File: config.mk
export PLATFORM = sky130hd
export DESIGN_NAME = ctc_channel_register_model_unit
export DESIGN_NICKNAME = d
export VERILOG_FILES = /design/src/rtl/ctc_pkg.sv /design/src/rtl/ctc_chan_regs.sv /design/src/rtl/ctc_result.sv /design/src/rtl/ctc_channel_register_model_unit.sv
export VERILOG_INCLUDE_DIRS = /design/src /design/src/rtl
export SDC_FILE = /design/constraint.sdc
export NUM_CORES = 1
export LEC_CHECK = 0
export BUFFER_PORTS_ARGS = -buffer_cell sky130_fd_sc_hd__buf_4
export CAP_MARGIN = 20
export CELL_PAD_IN_SITES_DETAIL_PLACEMENT = 1
export CELL_PAD_IN_SITES_GLOBAL_PLACEMENT = 2
export CORE_MARGIN = 10
export CORE_UTILIZATION = 40
export CTS_CLUSTER_DIAMETER = 80
export CTS_CLUSTER_SIZE = 25
export DETAILED_ROUTE_END_ITERATION = 10
export GPL_TIMING_DRIVEN = 0
export HOLD_SLACK_MARGIN = 0.02
export PLACE_DENSITY = 0.95
export SKIP_LAST_GASP = 1
export SYNTH_ARGS = -nofsm -noshare
export SYNTH_HDL_FRONTEND = slang
export SYNTH_SLANG_ARGS = --single-unit
File: constraint.sdc
create_clock -name clk -period 6.8 [get_ports clk]
set_clock_uncertainty 0.2 [all_clocks]
set_input_delay 1.02 -clock clk [delete_from_list [all_inputs] [get_ports clk]]
set_output_delay 1.02 -clock clk [all_outputs]
set_load 0.01 [all_outputs]
File: src/rtl/ctc_channel_register_model_unit_assert.svh
// ----------------------------------------------------------------------------
// CTC register model assertion macros
// Concurrent check shorthands; expect clk and rst_n in scope.
// ----------------------------------------------------------------------------
`ifndef CTC_CHANNEL_REGISTER_MODEL_UNIT_ASSERT_SVH
`define CTC_CHANNEL_REGISTER_MODEL_UNIT_ASSERT_SVH

// same-cycle implication
`define CTC_ASSERT_NOW(lbl, ante, cons, msg) \
  lbl: assert property (@(posedge clk) disable iff (!rst_n) (ante) |-> (cons)) \
    else $error(msg);

// next-cycle implication
`define CTC_ASSERT_NEXT(lbl, ante, cons, msg) \
  lbl: assert property (@(posedge clk) disable iff (!rst_n) (ante) |=> (cons)) \
    else $error(msg);

`endif

File: src/rtl/ctc_pkg.sv
// ----------------------------------------------------------------------------
// ctc_pkg
// Shared codes and types of the counter/timer register model.
// ----------------------------------------------------------------------------
package ctc_pkg;

  // access kinds
  localparam logic [1:0] ACT_WRITE = 2'd0;
  localparam logic [1:0] ACT_QUERY = 2'd1;
  localparam logic [1:0] ACT_CLEAR = 2'd2;

  // control word bits
  localparam int CW_IE_BIT    = 7;
  localparam int CW_MODE_BIT  = 6;
  localparam int CW_PRE_BIT   = 5;
  localparam int CW_TC_BIT    = 2;
  localparam int CW_CTRL_BIT  = 0;

  localparam logic [7:0] VEC_BASE_MASK = 8'hf8;
  localparam int         NUM_OVR       = 4;

  // post-access view of the addressed channel
  typedef struct packed {
    logic       ch_ok;
    logic [1:0] ch;
    logic [7:0] tc;
    logic       tc_valid;
    logic       mode;
    logic       pre256;
    logic       ie;
    logic       base_set;
    logic [7:0] base;
  } view_t;

  typedef struct packed {
    logic [16:0] timer_period;
    logic [8:0]  counter_divisor;
    logic [7:0]  irq_vector;
    logic        irq_enabled;
  } res_t;

endpackage

File: src/rtl/ctc_chan_regs.sv
// ----------------------------------------------------------------------------
// ctc_chan_regs
// Per-channel state and vector base; applies one access per update.
// ----------------------------------------------------------------------------
module ctc_chan_regs #(
  parameter int NUM_CHANNELS = 4
) (
  input  logic                clk,
  input  logic                rst_n,
  input  logic                upd_en,
  input  logic [1:0]          act,
  input  logic [1:0]          ch,
  input  logic [7:0]          wdata,
  output ctc_pkg::view_t      view
);

  localparam int         CH_W   = (NUM_CHANNELS > 1) ? $clog2(NUM_CHANNELS) : 1;
  localparam logic [2:0] NCH    = 3'(NUM_CHANNELS);

  logic [7:0] tc_r     [NUM_CHANNELS];
  logic [7:0] tc_nxt   [NUM_CHANNELS];
  logic       tcv_r    [NUM_CHANNELS];
  logic       tcv_nxt  [NUM_CHANNELS];
  logic       exp_r    [NUM_CHANNELS];
  logic       exp_nxt  [NUM_CHANNELS];
  logic       mode_r   [NUM_CHANNELS];
  logic       mode_nxt [NUM_CHANNELS];
  logic       pre_r    [NUM_CHANNELS];
  logic       pre_nxt  [NUM_CHANNELS];
  logic       ie_r     [NUM_CHANNELS];
  logic       ie_nxt   [NUM_CHANNELS];
  logic [7:0] base_r, base_nxt;
  logic       bset_r, bset_nxt;

  logic            ch_ok;
  logic [CH_W-1:0] ch_idx;

  assign ch_ok  = ({1'b0, ch} < NCH);
  assign ch_idx = ch[CH_W-1:0];

  always_comb begin
    base_nxt = base_r;
    bset_nxt = bset_r;
    for (int i = 0; i < NUM_CHANNELS; i++) begin
      tc_nxt[i]   = tc_r[i];
      tcv_nxt[i]  = tcv_r[i];
      exp_nxt[i]  = exp_r[i];
      mode_nxt[i] = mode_r[i];
      pre_nxt[i]  = pre_r[i];
      ie_nxt[i]   = ie_r[i];
    end
    if (act == ctc_pkg::ACT_CLEAR) begin
      base_nxt = '0;
      bset_nxt = 1'b0;
      for (int i = 0; i < NUM_CHANNELS; i++) begin
        tc_nxt[i]   = '0;
        tcv_nxt[i]  = 1'b0;
        exp_nxt[i]  = 1'b0;
        mode_nxt[i] = 1'b0;
        pre_nxt[i]  = 1'b0;
        ie_nxt[i]   = 1'b0;
      end
    end else if (act == ctc_pkg::ACT_WRITE && ch_ok) begin
      for (int i = 0; i < NUM_CHANNELS; i++) begin
        if (CH_W'(i) == ch_idx) begin
          if (exp_r[i]) begin
            tc_nxt[i]  = wdata;
            tcv_nxt[i] = 1'b1;
            exp_nxt[i] = 1'b0;
          end else if (!wdata[ctc_pkg::CW_CTRL_BIT]) begin
            // vector base only lands on channel 0
            if (i == 0) begin
              base_nxt = wdata & ctc_pkg::VEC_BASE_MASK;
              bset_nxt = 1'b1;
            end
          end else begin
            mode_nxt[i] = wdata[ctc_pkg::CW_MODE_BIT];
            pre_nxt[i]  = wdata[ctc_pkg::CW_PRE_BIT];
            ie_nxt[i]   = wdata[ctc_pkg::CW_IE_BIT];
            exp_nxt[i]  = wdata[ctc_pkg::CW_TC_BIT];
            if (wdata[ctc_pkg::CW_TC_BIT]) begin
              tcv_nxt[i] = 1'b0;
            end
          end
        end
      end
    end
  end

  always_ff @(posedge clk) begin
    if (!rst_n) begin
      base_r <= '0;
      bset_r <= 1'b0;
      for (int i = 0; i < NUM_CHANNELS; i++) begin
        tc_r[i]   <= '0;
        tcv_r[i]  <= 1'b0;
        exp_r[i]  <= 1'b0;
        mode_r[i] <= 1'b0;
        pre_r[i]  <= 1'b0;
        ie_r[i]   <= 1'b0;
      end
    end else if (upd_en) begin
      base_r <= base_nxt;
      bset_r <= bset_nxt;
      for (int i = 0; i < NUM_CHANNELS; i++) begin
        tc_r[i]   <= tc_nxt[i];
        tcv_r[i]  <= tcv_nxt[i];
        exp_r[i]  <= exp_nxt[i];
        mode_r[i] <= mode_nxt[i];
        pre_r[i]  <= pre_nxt[i];
        ie_r[i]   <= ie_nxt[i];
      end
    end
  end

  // channel as it stands after this access
  always_comb begin
    view          = '0;
    view.ch_ok    = ch_ok;
    view.ch       = ch;
    view.base_set = bset_nxt;
    view.base     = base_nxt;
    if (ch_ok) begin
      view.tc       = tc_nxt[ch_idx];
      view.tc_valid = tcv_nxt[ch_idx];
      view.mode     = mode_nxt[ch_idx];
      view.pre256   = pre_nxt[ch_idx];
      view.ie       = ie_nxt[ch_idx];
    end
  end

endmodule

File: src/rtl/ctc_result.sv
// ----------------------------------------------------------------------------
// ctc_result
// Period, divisor, vector and enable for the addressed channel.
// ----------------------------------------------------------------------------
module ctc_result (
  input  logic                               [8:0] ovr [ctc_pkg::NUM_OVR],
  input  ctc_pkg::view_t                           view,
  output ctc_pkg::res_t                            res
);

  logic [8:0] tc_eff;
  logic [8:0] ovr_sel;
  logic [7:0] ch_x2;

  assign tc_eff  = (view.tc == 8'd0) ? 9'd256 : {1'b0, view.tc};
  assign ovr_sel = ovr[view.ch];
  assign ch_x2   = {5'd0, view.ch, 1'b0};

  always_comb begin
    res = '0;
    if (view.ch_ok) begin
      if (view.tc_valid) begin
        if (view.mode) begin
          res.counter_divisor = tc_eff;
        end else if (view.pre256) begin
          res.timer_period = {tc_eff, 8'd0};
        end else begin
          res.timer_period = {4'd0, tc_eff, 4'd0};
        end
      end
      if (view.base_set) begin
        res.irq_vector = view.base + ch_x2;
      end else if (!ovr_sel[8]) begin
        res.irq_vector = ovr_sel[7:0];
      end else begin
        res.irq_vector = ch_x2;
      end
      res.irq_enabled = view.ie;
    end
  end

endmodule

File: src/rtl/ctc_channel_register_model_unit.sv
// ----------------------------------------------------------------------------
// ctc_channel_register_model_unit
// Four-channel counter/timer register model: one request in, one result out.
// ----------------------------------------------------------------------------
//  channel | ports                                   | handshake
//  --------+-----------------------------------------+----------------------
//  in      | in_action, in_channel, in_write_data    | in_valid / in_stall
//  out     | out_timer_period, out_counter_divisor,  | out_valid / out_stall
//          | out_irq_vector, out_irq_enabled         |
//  cfg     | cfg_index, cfg_data                     | cfg_valid / cfg_ready
//
//  A request passes the input register, then state update and result
//  register. One request per cycle is sustained while out_stall is low.
//  Reset (rst_n low, synchronous) clears channel state and sets all vector
//  overrides to none. A stall on the result side holds the result register
//  and, once it is full, backs up into the input register and in_stall.
// ----------------------------------------------------------------------------
module ctc_channel_register_model_unit #(
  parameter int NUM_CHANNELS = 4
) (
  input  logic        clk,
  input  logic        rst_n,
  // request channel
  input  logic        in_valid,
  output logic        in_stall,
  input  logic [1:0]  in_action,
  input  logic [1:0]  in_channel,
  input  logic [7:0]  in_write_data,
  // result channel
  output logic        out_valid,
  input  logic        out_stall,
  output logic [16:0] out_timer_period,
  output logic [8:0]  out_counter_divisor,
  output logic [7:0]  out_irq_vector,
  output logic        out_irq_enabled,
  // configuration write
  input  logic        cfg_valid,
  output logic        cfg_ready,
  input  logic [1:0]  cfg_index,
  input  logic signed [8:0] cfg_data
);

  // override registers; bit8 set means none
  logic [8:0] ovr_r [ctc_pkg::NUM_OVR];

  // input register
  logic       s1_valid_r;
  logic [1:0] s1_act_r;
  logic [1:0] s1_ch_r;
  logic [7:0] s1_data_r;

  // result register
  logic          out_valid_r;
  ctc_pkg::res_t res_r;
  ctc_pkg::res_t res_nxt;

  ctc_pkg::view_t view;
  logic           adv;

  // result stage moves when it is empty or being taken
  assign adv       = !out_valid_r || !out_stall;
  assign in_stall  = s1_valid_r && !adv;
  assign cfg_ready = 1'b1;

  always_ff @(posedge clk) begin
    if (!rst_n) begin
      for (int i = 0; i < ctc_pkg::NUM_OVR; i++) begin
        ovr_r[i] <= 9'h1ff;
      end
    end else if (cfg_valid) begin
      ovr_r[cfg_index] <= cfg_data;
    end
  end

  always_ff @(posedge clk) begin
    if (!rst_n) begin
      s1_valid_r <= 1'b0;
    end else if (!in_stall) begin
      s1_valid_r <= in_valid;
    end
  end

  always_ff @(posedge clk) begin
    if (!in_stall && in_valid) begin
      s1_act_r  <= in_action;
      s1_ch_r   <= in_channel;
      s1_data_r <= in_write_data;
    end
  end

  // state commits only when the request moves into the result register
  ctc_chan_regs #(
    .NUM_CHANNELS (NUM_CHANNELS)
  ) u_regs (
    .clk    (clk),
    .rst_n  (rst_n),
    .upd_en (s1_valid_r && adv),
    .act    (s1_act_r),
    .ch     (s1_ch_r),
    .wdata  (s1_data_r),
    .view   (view)
  );

  ctc_result u_result (
    .ovr  (ovr_r),
    .view (view),
    .res  (res_nxt)
  );

  always_ff @(posedge clk) begin
    if (!rst_n) begin
      out_valid_r <= 1'b0;
    end else if (adv) begin
      out_valid_r <= s1_valid_r;
    end
  end

  always_ff @(posedge clk) begin
    if (adv && s1_valid_r) begin
      res_r <= res_nxt;
    end
  end

  assign out_valid           = out_valid_r;
  assign out_timer_period    = res_r.timer_period;
  assign out_counter_divisor = res_r.counter_divisor;
  assign out_irq_vector      = res_r.irq_vector;
  assign out_irq_enabled     = res_r.irq_enabled;

`include "ctc_channel_register_model_unit_assert.svh"

  // timer and counter modes exclude each other
  `CTC_ASSERT_NOW(a_mode_excl, out_valid, (out_timer_period == 17'd0) || (out_counter_divisor == 9'd0), "period and divisor both set")

  // divisor never beyond 256
  `CTC_ASSERT_NOW(a_div_range, out_valid, out_counter_divisor <= 9'd256, "divisor out of range")

  // a clear leaves the reported channel idle
  `CTC_ASSERT_NEXT(a_clear_idle, s1_valid_r && adv && (s1_act_r == ctc_pkg::ACT_CLEAR), out_valid && (out_timer_period == 17'd0) && (out_counter_divisor == 9'd0) && !out_irq_enabled, "clear left channel state")

  // stall only with a request held
  `CTC_ASSERT_NOW(a_stall_held, in_stall, s1_valid_r && out_valid_r, "stall without held request")

endmodule
== Yosys cells after proc, flatten, opt, wreduce, memory -nomap -nowiden ==
Memories as Yosys holds them, arrays and structs flattened.
Cells that the tools add are included.
Storage, ports and cells
  output and inout bits: 38
  memories: 6
  register bits after elaboration: 94
  RAM bits: 52
  word-level logic and storage cells: 219
Cells by class
  $add $sub $neg: 1
  bitwise logic cells: 28
  multiplexer cells: 144
  magnitude comparators: 3
  equal/unequal tests: 4
  reductions and logical operators: 16
Memory list
  u_regs.tc_r: depth 4, bits a word 8, read ports 4, clocked after memory_dff 0, wr ports 4, RTL line ctc_chan_regs.sv:20  | logic [7:0] tc_r [NUM_CHANNELS];
  u_regs.exp_r: depth 4, bits a word 1, read ports 4, clocked after memory_dff 0, wr ports 4, RTL line ctc_chan_regs.sv:24  | logic exp_r [NUM_CHANNELS];
  u_regs.ie_r: depth 4, bits a word 1, read ports 4, clocked after memory_dff 0, wr ports 4, RTL line ctc_chan_regs.sv:30  | logic ie_r [NUM_CHANNELS];
  u_regs.mode_r: depth 4, bits a word 1, read ports 4, clocked after memory_dff 0, wr ports 4, RTL line ctc_chan_regs.sv:26  | logic mode_r [NUM_CHANNELS];
  u_regs.pre_r: depth 4, bits a word 1, read ports 4, clocked after memory_dff 0, wr ports 4, RTL line ctc_chan_regs.sv:28  | logic pre_r [NUM_CHANNELS];
  u_regs.tcv_r: depth 4, bits a word 1, read ports 4, clocked after memory_dff 0, wr ports 4, RTL line ctc_chan_regs.sv:22  | logic tcv_r [NUM_CHANNELS];
Operators with widths (count)
  two-way mux 8 bit: 21
  two-way mux 1 bit: 98
  two-way mux 32 bit: 2
  two-way mux 4 bit: 10
  bitwise mux 36 bit: 1
  two-way mux 9 bit: 4
  bitwise OR 1 bit: 24
  binary-select mux 9 bit (select 2 bit): 1
  demux 9 bit (select 2 bit): 1
  binary-select mux 8 bit (select 2 bit): 1
  two-way mux 13 bit: 1
  adder 8 x 3 -> 8 bit: 1
  binary-select mux 1 bit (select 2 bit): 4
  logical NOT 8 bit: 1
  >= comparator 3 bit, second input constant: 2
  NOT 2 -> 3 bit: 2
  OR reduction 3 bit: 2
  equality test 2 bit, first input constant: 2
  logical AND 1 bit: 4
  logical NOT 1 bit: 4
  logical NOT 2 bit: 2
  < comparator 3 x 1 -> 1 bit, second input constant: 1
  equality test 1 x 2 -> 1 bit, first input constant: 1
  equality test 2 bit, second input constant: 1
  4 further kinds: 5

== Longest topological paths before layout ==
Gate-level depths: netlist of the first run.
An unclocked memory read counts as a cell.
  word-level depth: 12
  mapped depth: 12

== Hierarchy ==
From an unflattened synthesis of the first run, not the netlist that was laid out.
Unflattened totals
  cells, all modules: 738
  area total of the unflattened synthesis: 7783.7 um^2
By module, submodules not included
  ctc_chan_regs: seq. area each 1621.6 um^2, area an instance 4041.4 um^2, cells an instance 451, times used 1
  ctc_channel_register_model_unit: seq. area each 2172.1 um^2, area an instance 2949.1 um^2, cells an instance 189, times used 1
  ctc_result: seq. area each 0.0 um^2, area an instance 793.3 um^2, cells an instance 98, times used 1

== Worst setup path after synthesis of the first run ==
Ideal clock, no wire load.
  path type: register -> register
  start point: register s1_act_r[0]
  end point: register res_r (netlist bit out_irq_vector[7]), data pin
  slack: 3517 ps
  arrival: 2814 ps
  stages on the path, launching flop included: 13
  buffers on the path: 4
  cell sequence: edfxtp_1 clkbuf_1 nor2b_1 buf_2 buf_1 buf_1 nor3_1 ha_1 fa_1 nand3_1 or4_1 xor2_1 a21oi_1
RTL lines
  start, declared: RTL line ctc_channel_register_model_unit.sv:48  | logic [1:0] s1_act_r;
  start signal, assigned: RTL line ctc_channel_register_model_unit.sv:85  | s1_act_r <= in_action;
  end signal, assigned: RTL line ctc_channel_register_model_unit.sv:120  | res_r <= res_nxt;
  end, declared: RTL line ctc_channel_register_model_unit.sv:54  | ctc_pkg::res_t res_r;

==> flow_summary_export.csv, run 1 <==
group,metric,value,unit
detailed_routing,drc,0,
die,rows,48,
grt,grt_max_degree,39,
die,die_area,23700,um^2
power_and_ir_drop,pwr-share-clk,0.435,
grt,grt_pass1_wl,35.7,mm
finish,fin_nets,887,
detailed_routing,met1_length,9.96,mm
sta,finalSetupTns,0,ns
finish,fillers,2048,
power_and_ir_drop,p_leak,3.36,nW
logic_synthesis,synth_cell_types,56,
logic_synthesis,postSynthAreaPerCell,9.25,um^2
flow_run,drv_cap,0,
detailed_routing,met2_length,10.6,mm
detailed_routing,drtPass1Iterations,6,
power_and_ir_drop,power.share.combinational,0.108,
power_and_ir_drop,power_frac_seq,0.457,
power_and_ir_drop,switching_share,0.260,
detailed_routing,dr_wl_met3,1.58,mm
clocking,cts_hold_buf,0,
sta,rsz0062_at_grt,"no",
detailed_routing,highest_layer,"met4",
logic_synthesis,ys_warn_count,0,
grt,grt_usage,0.189,
power_and_ir_drop,power_switching,0.555,mW
logic_synthesis,syn-cell-area,7160,um^2
logic_synthesis,synth-main-ff-cell,"edfxtp_1",
detailed_routing,postRouteAntennaNets,0,
sta,fin_crit_sh,0.637,
grt,grt_pass1_vias,6339,
hold_path,hp-class,"reg2reg",
logic_synthesis,syn_inst,774,
sta,max_slew_margin,0.411,
place,place_congestion,0.901,
worst_setup_path,worst_ep_arrival_time,4.29,ns
grt,overflow,0,
worst_setup_path,cp.required,6.76,ns
power_and_ir_drop,p_total,2.14,mW
logic_synthesis,ys_seq_area_frac,0.513,
logic_synthesis,ys_ff_latch,142,
place,io_buffers,57,
logic_synthesis,synthArstFlopShare,0,
finish,most-common-layout-cells,"nand2_1 (199), edfxtp_1 (83), buf_4 (63)",
finish,num_antenna_cells,0,
sta,tightest_slew,0.883,ns
worst_setup_path,crit_chain,"clkbuf_1 -> nor2b_1 -> buf_2 -> buf_1 -> buf_1 -> nor3_1 -> ha_1 -> fa_1 -> nand3_1 -> or4_1 -> xor2_1 -> a21oi_1",
worst_setup_path,path_class,"reg2reg",
logic_synthesis,synth_edf_count,83,
worst_setup_path,startpoint_type,"flip-flop",
clocking,worstSkewPairLatency,0.43,ns
die,die_y,154,um
detailed_routing,viasPerCell,5.61,
finish,drive_gt1_frac,0.147,
power_and_ir_drop,irDropWorstVdd,0.172,mV
finish,area_delta_synth_final,19.0,%
grt,antenna_found_initial,0,
detailed_routing,wl_per_cell,20.5,um
detailed_routing,vias,6139,
clocking,tritoncts,"built",
worst_setup_path,cp_slowest_cell,"edfxtp_1",
die,io_pins,66,
die,start_util,0.411,
place,pre_cts_slack,2.52,ns
sta,layout_setup_ws,2.47,ns
finish,utilization,0.490,
clocking,clkTransAtPathRegs,0.06,ns
die,die_w,154,um
sta,min_period,4.33,ns
worst_setup_path,worstPathMaxFanout,10,
detailed_routing,wl,22.4,mm
place,hpwl,16.1,mm
status,status,"completed",
sta,fmax,231,MHz
die,core,17400,um^2
clocking,post-cts-setup-buffers,0,
clocking,cts_resized,0,
clocking,root_buffer,"clkbuf_16",
clocking,numCtsBuffers,17,
sta,hold_violations,0,
worst_setup_path,cpPeakStageDelay,0.50,ns
clocking,cts-htree-levels,4,
worst_setup_path,crit_path_end_kind,"flip-flop",
detailed_routing,drtIter0Drc,476,
clocking,clock_path_buffers,2,
power_and_ir_drop,p_per_area,251,nW/um^2
sta,drv_slew,0,
sta,setup_viol,0,
worst_setup_path,crit_path_frequent_cell,"buf_1",
finish,mostFrequentLayoutCell,"nand2_1",
clocking,cts_sinks,142,
power_and_ir_drop,p_int,1.58,mW
-- cells in the mapped netlist (4+ instances only) --
library cell	number	area (um^2)
nand2_1	200	751
buf_4	5	37.5
mux2i_1	35	350
buf_2	6	30.0
a21boi_0	15	113
nand3_1	51	255
and2_1	8	50.1
mux4_2	11	248
a21oi_1	51	255
o21ai_0	22	110
nor3_1	15	75.1
dfxtp_1	59	1180
clkbuf_1	44	165
nand2b_1	4	25.0
inv_1	10	37.5
nor2b_1	11	68.8
nor3b_1	9	67.6
buf_1	6	22.5
edfxtp_1	83	2490
o22ai_1	6	37.5
or3b_2	4	35.0
and3_1	6	37.5
a31oi_1	5	31.3
a221oi_1	6	52.6
or2_2	4	25.0
nor2_1	46	173
o211ai_1	4	30.0
a211oi_1	5	37.5
-- registers in the layout, summed over array words and instances, names as in the netlist, 2 cells and up --
| name | count |
|---|---|
| s1_ch_r | 2 |
| u_regs.ie_r | 4 |
| ovr_r | 36 |
| s1_data_r | 8 |
| out_timer_period | 13 |
| u_regs.base_r | 8 |
| s1_act_r | 2 |
| u_regs.exp_r | 4 |
| u_regs.pre_r | 4 |
| out_counter_divisor | 9 |
| u_regs.mode_r | 4 |
| u_regs.tcv_r | 4 |
| u_regs.tc_r | 32 |
| out_irq_vector | 8 |
-- power by group through the flow --
| stage | combinational (mW) | clock, mW | sequential, mW |
|---|---|---|---|
| 6_report | 0.230 | 0.930 | 0.976 |
| 2_1_floorplan | 0.135 | 0 | 0.989 |
| 3_5_place_dp | 0.227 | 0 | 0.994 |
| 5_1_grt | 0.252 | 0.977 | 0.980 |
| 4_1_cts | 0.229 | 0.942 | 0.976 |
| 3_3_place_gp | 0.217 | 0 | 0.993 |
-- metal layers --
metal  GRT usage  vias up
met3      0.0494       24
li1            -     2881
met4      0.0562        0
met2       0.300      209
met1       0.249     3025
met5           0        -
-- kinds of logic (layout without fill, tap and decap cells) --
kind of cell / after synthesis / after routing / share of synthesized area
and+or+nand+nor: 377 / 377 / 0.239
DFF: 142 / 142 / 0.513
AOI/OAI and AO/OA: 127 / 127 / 0.109
buffers and inverters: 71 / 163 / 0.0409
muxes: 47 / 47 / 0.0851
xor gates and xnor gates: 5 / 5 / 0.00611
adders and majority gates: 3 / 3 / 0.00629
other: 2 / 5 / 0.00105
-- through the flow --
step	hold slack [ns]	instances	cell area, um^2
floorplan	0.209	777	7170
global placement	0.225	1059	7880
detailed placement	0.229	1062	7940
CTS	0.238	1094	8530
global route	0.256	1094	8530
finish	0.236	1094	8530
-- worst max-delay path, delay by kind of cell (launching register included) --
kind	cells	cell delay [ns]
AND/OR/NAND/NOR	4	0.85
buffers and inverters	4	1.55
adder cells (fa/ha/maj)	2	0.68
AO/OA/AOI/OAI	1	0.10
XOR/XNOR	1	0.17
flip-flops	1	0.50
-- final cells by class --
type                            instances  area, um^2  area share
Sequential cell                       142        3670       0.431
Multi-Input combinational cell        564        3210       0.377
Clock inverter                          9        66.3     0.00778
Clock buffer                           23         523      0.0613
Timing Repair Buffer                   60         475      0.0558
Buffer                                 61         256      0.0301
Tap cell                              225         282      0.0330
Inverter                               10        37.5     0.00440
-- final timing paths --
| path | start | end | slack [ns] | cells after the start |
|---|---|---|---|---|
| hold / removal | u_regs.base_r[0] | u_regs.base_r[0] | 0.24 | 2 |
| setup / recovery | s1_act_r[0] | out_irq_vector[7] | 2.47 | 12 |
| hold reg to reg | u_regs.base_r[0] | u_regs.base_r[0] | 0.24 | 2 |
| setup reg to reg | s1_act_r[0] | out_irq_vector[7] | 2.47 | 12 |
Power figures use the tool's default switching activity.
==> inputs of run 2 (changes only) <==
Settings changed: ABC_AREA from default to 1, CORE_UTILIZATION 40 to 36, PLACE_DENSITY 0.95 to 0.92.
Clock period 6.8 ns to 4.5 ns, I/O delays scaled along.
==> flow_summary_export.csv, run 2 <==
group,metric,value,unit
status,status,"completed",
logic_synthesis,ys_seq_area_frac,0.514,
clocking,clkTransAtPathRegs,0.07,ns
finish,top_register,"ovr_r",
logic_synthesis,ys_warn_count,0,
sta,min_period,3.48,ns
sta,layout_setup_ws,1.02,ns
hold_path,min_from,"in_write_data[1]",
logic_synthesis,synth-main-ff-cell,"edfxtp_1",
die,io_pins,66,
grt,grt_pass1_vias,6571,
grt,overflow,0,
place,dp.cells,1196,
flow_run,drv_cap,0,
worst_setup_path,reg2regPathDepth,15,
logic_synthesis,yosys.area.top_type,"edfxtp_1",
logic_synthesis,syn-cell-area,7150,um^2
detailed_routing,drc,0,
place,io_buffers,59,
finish,drive_gt1_frac,0.169,
detailed_routing,wl_per_cell,18.7,um
sta,tightest_slew,0.986,ns
worst_setup_path,path_class,"reg2reg",
clocking,post-cts-setup-buffers,0,
logic_synthesis,synth_top_area_frac,0.348,
finish,utilization,0.438,
clocking,clock_path_buffers,2,
worst_setup_path,crit_path_end_kind,"flip-flop",
die,die_w,161,um
sta,fmax,287,MHz
logic_synthesis,synth-adder-area-share,0.00630,
worst_setup_path,r2r_slack,1.02,ns
logic_synthesis,synthMostInstantiatedCell,"nand2_1",
logic_synthesis,synth_common_cells,"nand2_1 (222), nand3_1 (96), inv_1 (85)",
place,pre_cts_slack,0.795,ns
logic_synthesis,ys_ff_latch,142,
clocking,tritoncts,"built",
worst_setup_path,worstPathMaxFanout,10,
logic_synthesis,synth-compound-area-share,0.0647,
worst_setup_path,cp.required,4.47,ns
sta,drv_slew,0,
hold_path,hold_end,"s1_data_r[1]",
power_and_ir_drop,irDropWorstVdd,0.276,mV
power_and_ir_drop,p_per_area,388,nW/um^2
power_and_ir_drop,p_leak,3.71,nW
logic_synthesis,synth_edf_count,83,
place,hpwl,16.9,mm
finish,most-common-layout-cells,"nand2_1 (222), nand3_1 (96), inv_1 (85)",
die,die_area,25900,um^2
hold_path,hold_depth,1,
worst_setup_path,r2r_end,"out_irq_vector[5]",
clocking,numCtsBuffers,17,
finish,mostFrequentLayoutCell,"nand2_1",
clocking,cts-htree-levels,4,
logic_synthesis,synthArstFlopShare,0,
sta,setup_viol,0,
grt,grt_pass1_wl,36.6,mm
logic_synthesis,syn_inst,868,
grt,grt_max_degree,34,
die,die_y,161,um
clocking,root_buffer,"clkbuf_16",
clocking,worstSkewPairLatency,0.43,ns
logic_synthesis,synthMuxAreaShare,0,
worst_setup_path,worst_ep_arrival_time,3.45,ns
worst_setup_path,r2r_start,"s1_act_r[0]",
grt,antenna_found_initial,0,
sta,rsz0062_at_grt,"no",
logic_synthesis,synth_top_family_by_area,"simple AND/OR/NAND/NOR gates",
clocking,cts_hold_buf,0,
finish,finalNonFillerCells,1228,
logic_synthesis,synth_area_leaders,"edfxtp_1 (35%), dfxtp_1 (17%), nand2_1 (12%)",
logic_synthesis,synth_xor_area_frac,0.00122,
detailed_routing,viasPerCell,5.23,
detailed_routing,vias,6418,
detailed_routing,wl,22.9,mm
place,place_congestion,0.831,
logic_synthesis,synth_cell_types,43,
clocking,cts_sinks,142,
detailed_routing,postRouteAntennaNets,0,
die,core,19500,um^2
worst_setup_path,startpoint_type,"flip-flop",
power_and_ir_drop,p_total,3.31,mW
finish,largest_register_ffs,36,
die,rows,51,
sta,max_slew_margin,0.341,
sta,fin_crit_sh,0.774,
hold_path,hp-class,"in2reg",
finish,fin_nets,981,
detailed_routing,drtIter0Drc,521,
detailed_routing,drtPass1Iterations,4,
die,start_util,0.366,
logic_synthesis,synth-simple-area-share,0.330,
sta,hold_violations,0,
finish,area_delta_synth_final,19.5,%
clocking,cts_resized,0,
grt,grt_usage,0.178,
finish,num_antenna_cells,0,
logic_synthesis,postSynthAreaPerCell,8.24,um^2
## run 2: changes by cell type in the layout (fill, tap and decap cells not counted), sizes merged, moves of 11 or more
| cell | delta |
|---|---|
| mux2i | -35 |
| a21oi | -37 |
| nor2b | -11 |
| buf | +14 |
| nand2 | +27 |
| inv | +88 |
| nor2 | +52 |
| mux4 | -11 |
| nand4 | +68 |
| clkbuf | -32 |
| a21boi | -15 |
| nand3 | +48 |
## run 2: worst max path at each step
| stage | start | depth (start not counted) | end |
|---|---|---|---|
| after floorplan | out_stall | 6 | u_regs.exp_r[3] |
| after global placement | out_stall | 7 | u_regs.tc_r[0][22] |
| after detailed placement | out_stall | 8 | u_regs.tc_r[0][21] |
| after CTS | s1_act_r[0] | 15 | out_irq_vector[5] |
| after global routing | s1_act_r[0] | 15 | out_irq_vector[5] |
| final | s1_act_r[0] | 15 | out_irq_vector[5] |
## run 2: cells by family after synthesis
group                      after synthesis
AOI/OAI and AO/OA                       72
adders and majority gates                3
DFF                                    142
xor gates and xnor gates                 1
buffers and inverters                  143
and+or+nand+nor                        505
other                                    2
## run 2: power breakdown
part	internal (mW)	leakage (nW)	switching (mW)
sequential	1.45	1.32	0.0343
clock	0.803	0.298	0.613
combinational	0.128	2.09	0.286
## run 2: cell type report
| type | instances | area (um^2) |
|---|---|---|
| fillers | 2364 | 11000 |
| flip-flops and latches | 142 | 3670 |
| multi-input cells | 586 | 2900 |
| clock buffers | 21 | 494 |
| repair buffers | 60 | 463 |
| inverters | 98 | 368 |
| well taps | 265 | 332 |
| plain buffers | 45 | 229 |
| clock inverters | 11 | 88.8 |
## run 2: metrics by stage
step	area, um^2	setup TNS [ns]	hold slack (ns)
2_1_floorplan	7170	0	0.225
5_1_grt	8550	0	0.202
3_3_place_gp	7940	-50.03	0.239
3_5_place_dp	7970	0	0.243
4_1_cts	8550	0	0.205
6_report	8550	0	0.216
## run 2: critical path, stage by stage (launching register included)
cell and delay [ns]:
edfxtp_1 0.39, inv_1 0.10, nand2_1 0.09, buf_2 0.24, buf_2 0.32, buf_1 0.51, nand2_1 0.21, nor2_1 0.14
ha_1 0.20, fa_1 0.19, inv_1 0.05, nor2_1 0.14, nand2_1 0.12, xor2_1 0.17, nand2_1 0.06, o21ai_0 0.09
## run 2: layer usage
layer,vias up,wire length (um),global-route usage
li1,3103,-,-
met1,3122,10300,0.226
met2,161,11100,0.295
met3,32,1090,0.0414
met4,0,394,0.0550
met5,-,0,0
==> inputs of run 3 (changes only) <==
Settings changed: ABC_AREA 1 to 0, CORE_UTILIZATION 36 to 34, PLACE_DENSITY 0.92 to 0.88.
Clock period 4.5 ns to 3.2 ns, I/O delays scaled along.
==> flow_summary_export.csv, run 3 (same netlist as run 1, synthesis figures left out) <==
group,metric,value,unit
clocking,cts-htree-levels,4,
power_and_ir_drop,power.share.combinational,0.124,
power_and_ir_drop,power_frac_seq,0.456,
status,status,"finished, violations left",
place,placed_area,8000,um^2
die,rows,53,
sta,hold_violations,0,
grt,antenna_found_initial,0,
worst_setup_path,cpPeakStageDelay,0.52,ns
power_and_ir_drop,p_leak,3.59,nW
worst_setup_path,path_buf_inv,1,
place,pre_cts_slack,-0.889,ns
worst_setup_path,worstPathMaxFanout,4,
die,die_y,165,um
die,die_area,27300,um^2
hold_path,hp-class,"in2reg",
worst_setup_path,crit_chain,"buf_6 -> or3b_4 -> or3b_4 -> mux2i_2 -> nor2_2 -> mux4_2 -> or4_4 -> a21oi_2",
place,place_congestion,0.836,
detailed_routing,postRouteAntennaNets,0,
worst_setup_path,path_class,"reg2reg",
sta,tightest_slew,0.810,ns
grt,grt_pass1_wl,36.0,mm
detailed_routing,viasPerCell,5.33,
worst_setup_path,crit_path_end_kind,"flip-flop",
clocking,root_buffer,"clkbuf_16",
detailed_routing,wl,23.1,mm
sta,setup_viol,2,
worst_setup_path,cp_slowest_cell,"mux4_2",
finish,largest_register_ffs,36,
clocking,worstSkewPairLatency,0.43,ns
finish,fin_nets,910,
finish,finalNonFillerCells,1167,
grt,grt_pass1_vias,6261,
die,core,20900,um^2
sta,layout_setup_ws,-0.0440,ns
power_and_ir_drop,switching_share,0.278,
place,dp.cells,1112,
grt,overflow,0,
die,die_w,165,um
finish,num_antenna_cells,0,
sta,drv_slew,0,
sta,max_slew_margin,0.458,
detailed_routing,drtIter0Drc,430,
flow_run,drv_cap,0,
clocking,clkTransAtPathRegs,0.07,ns
sta,fmax,308,MHz
power_and_ir_drop,p_per_area,498,nW/um^2
finish,drive_gt1_frac,0.238,
worst_setup_path,startpoint_type,"flip-flop",
worst_setup_path,crit_path_frequent_cell,"or3b_4",
sta,min_period,3.24,ns
grt,grt_usage,0.168,
grt,grt_max_degree,39,
clocking,clock_path_buffers,2,
die,io_pins,66,
detailed_routing,drc,0,
power_and_ir_drop,irDropWorstVdd,0.312,mV
power_and_ir_drop,pwr-share-clk,0.421,
finish,most-common-layout-cells,"nand2_1 (198), edfxtp_1 (83), buf_4 (82)",
sta,rsz0062_at_grt,"yes",
sta,fin_crit_sh,1.01,
worst_setup_path,worst_ep_arrival_time,3.33,ns
finish,top_register,"ovr_r",
place,hpwl,15.7,mm
finish,mostFrequentLayoutCell,"nand2_1",
place,io_buffers,57,
clocking,tritoncts,"built",
sta,finalSetupTns,-0.0487,ns
power_and_ir_drop,power_switching,1.26,mW
worst_setup_path,path_delay_family,"simple AND/OR/NAND/NOR gates",
sta,hold-worst-slack,0.0314,ns
detailed_routing,wl_per_cell,19.8,um
finish,area_delta_synth_final,27.5,%
die,start_util,0.343,
power_and_ir_drop,p_int,3.29,mW
worst_setup_path,cp.required,3.28,ns
finish,fillers,2395,
detailed_routing,vias,6219,
status,violations,"setup timing",
detailed_routing,drtPass1Iterations,5,
finish,design_area,9130,um^2
clocking,cts_sinks,142,
clocking,numCtsBuffers,17,
[run 3: cell count changes in the layout (fill, tap and decap cells not counted), sizes merged, moves of 35 or more]
cell   before  now
inv       103   19
a21oi      14   51
mux2i       0   35
nand4      69    1
nor2       99   47
nand3      99   51
[run 3: area by class of cell]
| type | instances | area [um^2] | area share |
|---|---|---|---|
| Clock buffer | 18 | 439 | 0.0481 |
| Clock inverter | 14 | 123 | 0.0134 |
| Multi-Input combinational cell | 564 | 3470 | 0.380 |
| Inverter | 10 | 37.5 | 0.00411 |
| Sequential cell | 142 | 3670 | 0.402 |
| Buffer | 53 | 294 | 0.0322 |
| Timing Repair Buffer | 91 | 754 | 0.0826 |
| Tap cell | 275 | 344 | 0.0377 |
[run 3: per-layer routing]
| layer | GRT usage | wire length [um] | vias to the layer above |
|---|---|---|---|
| met5 | 0 | 0 | - |
| met4 | 0.0399 | 318 | 0 |
| met3 | 0.0342 | 1380 | 23 |
| met2 | 0.256 | 10500 | 185 |
| met1 | 0.239 | 10900 | 3074 |
| li1 | - | - | 2937 |
[run 3: timing repair]
action,in CTS,in global routing
hold buffers,7,2
resized for setup,48,51
hold endpoints to repair,7,2
cloned,0,2
setup buffers,12,7
pin swaps,9,16
endpoints found under the setup margin,33,27
[run 3: power groups by stage]
stage	Sequential [mW]	Clock (mW)	Combinational (mW)
after floorplan	2.10	0	0.288
after global placement	2.11	0	0.465
after detailed placement	2.11	0	0.483
after CTS	2.07	1.94	0.526
after global routing	2.08	2.03	0.611
final	2.07	1.91	0.562
[run 3: worst paths after layout]
path,from,to,slack [ns],depth (start not counted)
setup / recovery,s1_act_r[1],out_timer_period[12],-0.04,8
hold / removal,in_write_data[5],s1_data_r[5],0.03,1
setup reg to reg,s1_act_r[1],out_timer_period[12],-0.04,8
hold reg to reg,u_regs.base_r[0],u_regs.base_r[0],0.24,2
[run 3: stage by stage]
stage	total power, mW	util
6_report	4.55	0.437
5_1_grt	4.72	0.437
4_1_cts	4.54	0.426
3_5_place_dp	2.59	0.383
3_3_place_gp	2.58	0.380
2_1_floorplan	2.39	-
[run 3: worst register-to-register path, stage by stage (launching register included)]
cell and delay, ns:
edfxtp_1 0.44, buf_6 0.16, or3b_4 0.40, or3b_4 0.46
mux2i_2 0.23, nor2_2 0.08, mux4_2 0.52, or4_4 0.50
a21oi_2 0.13
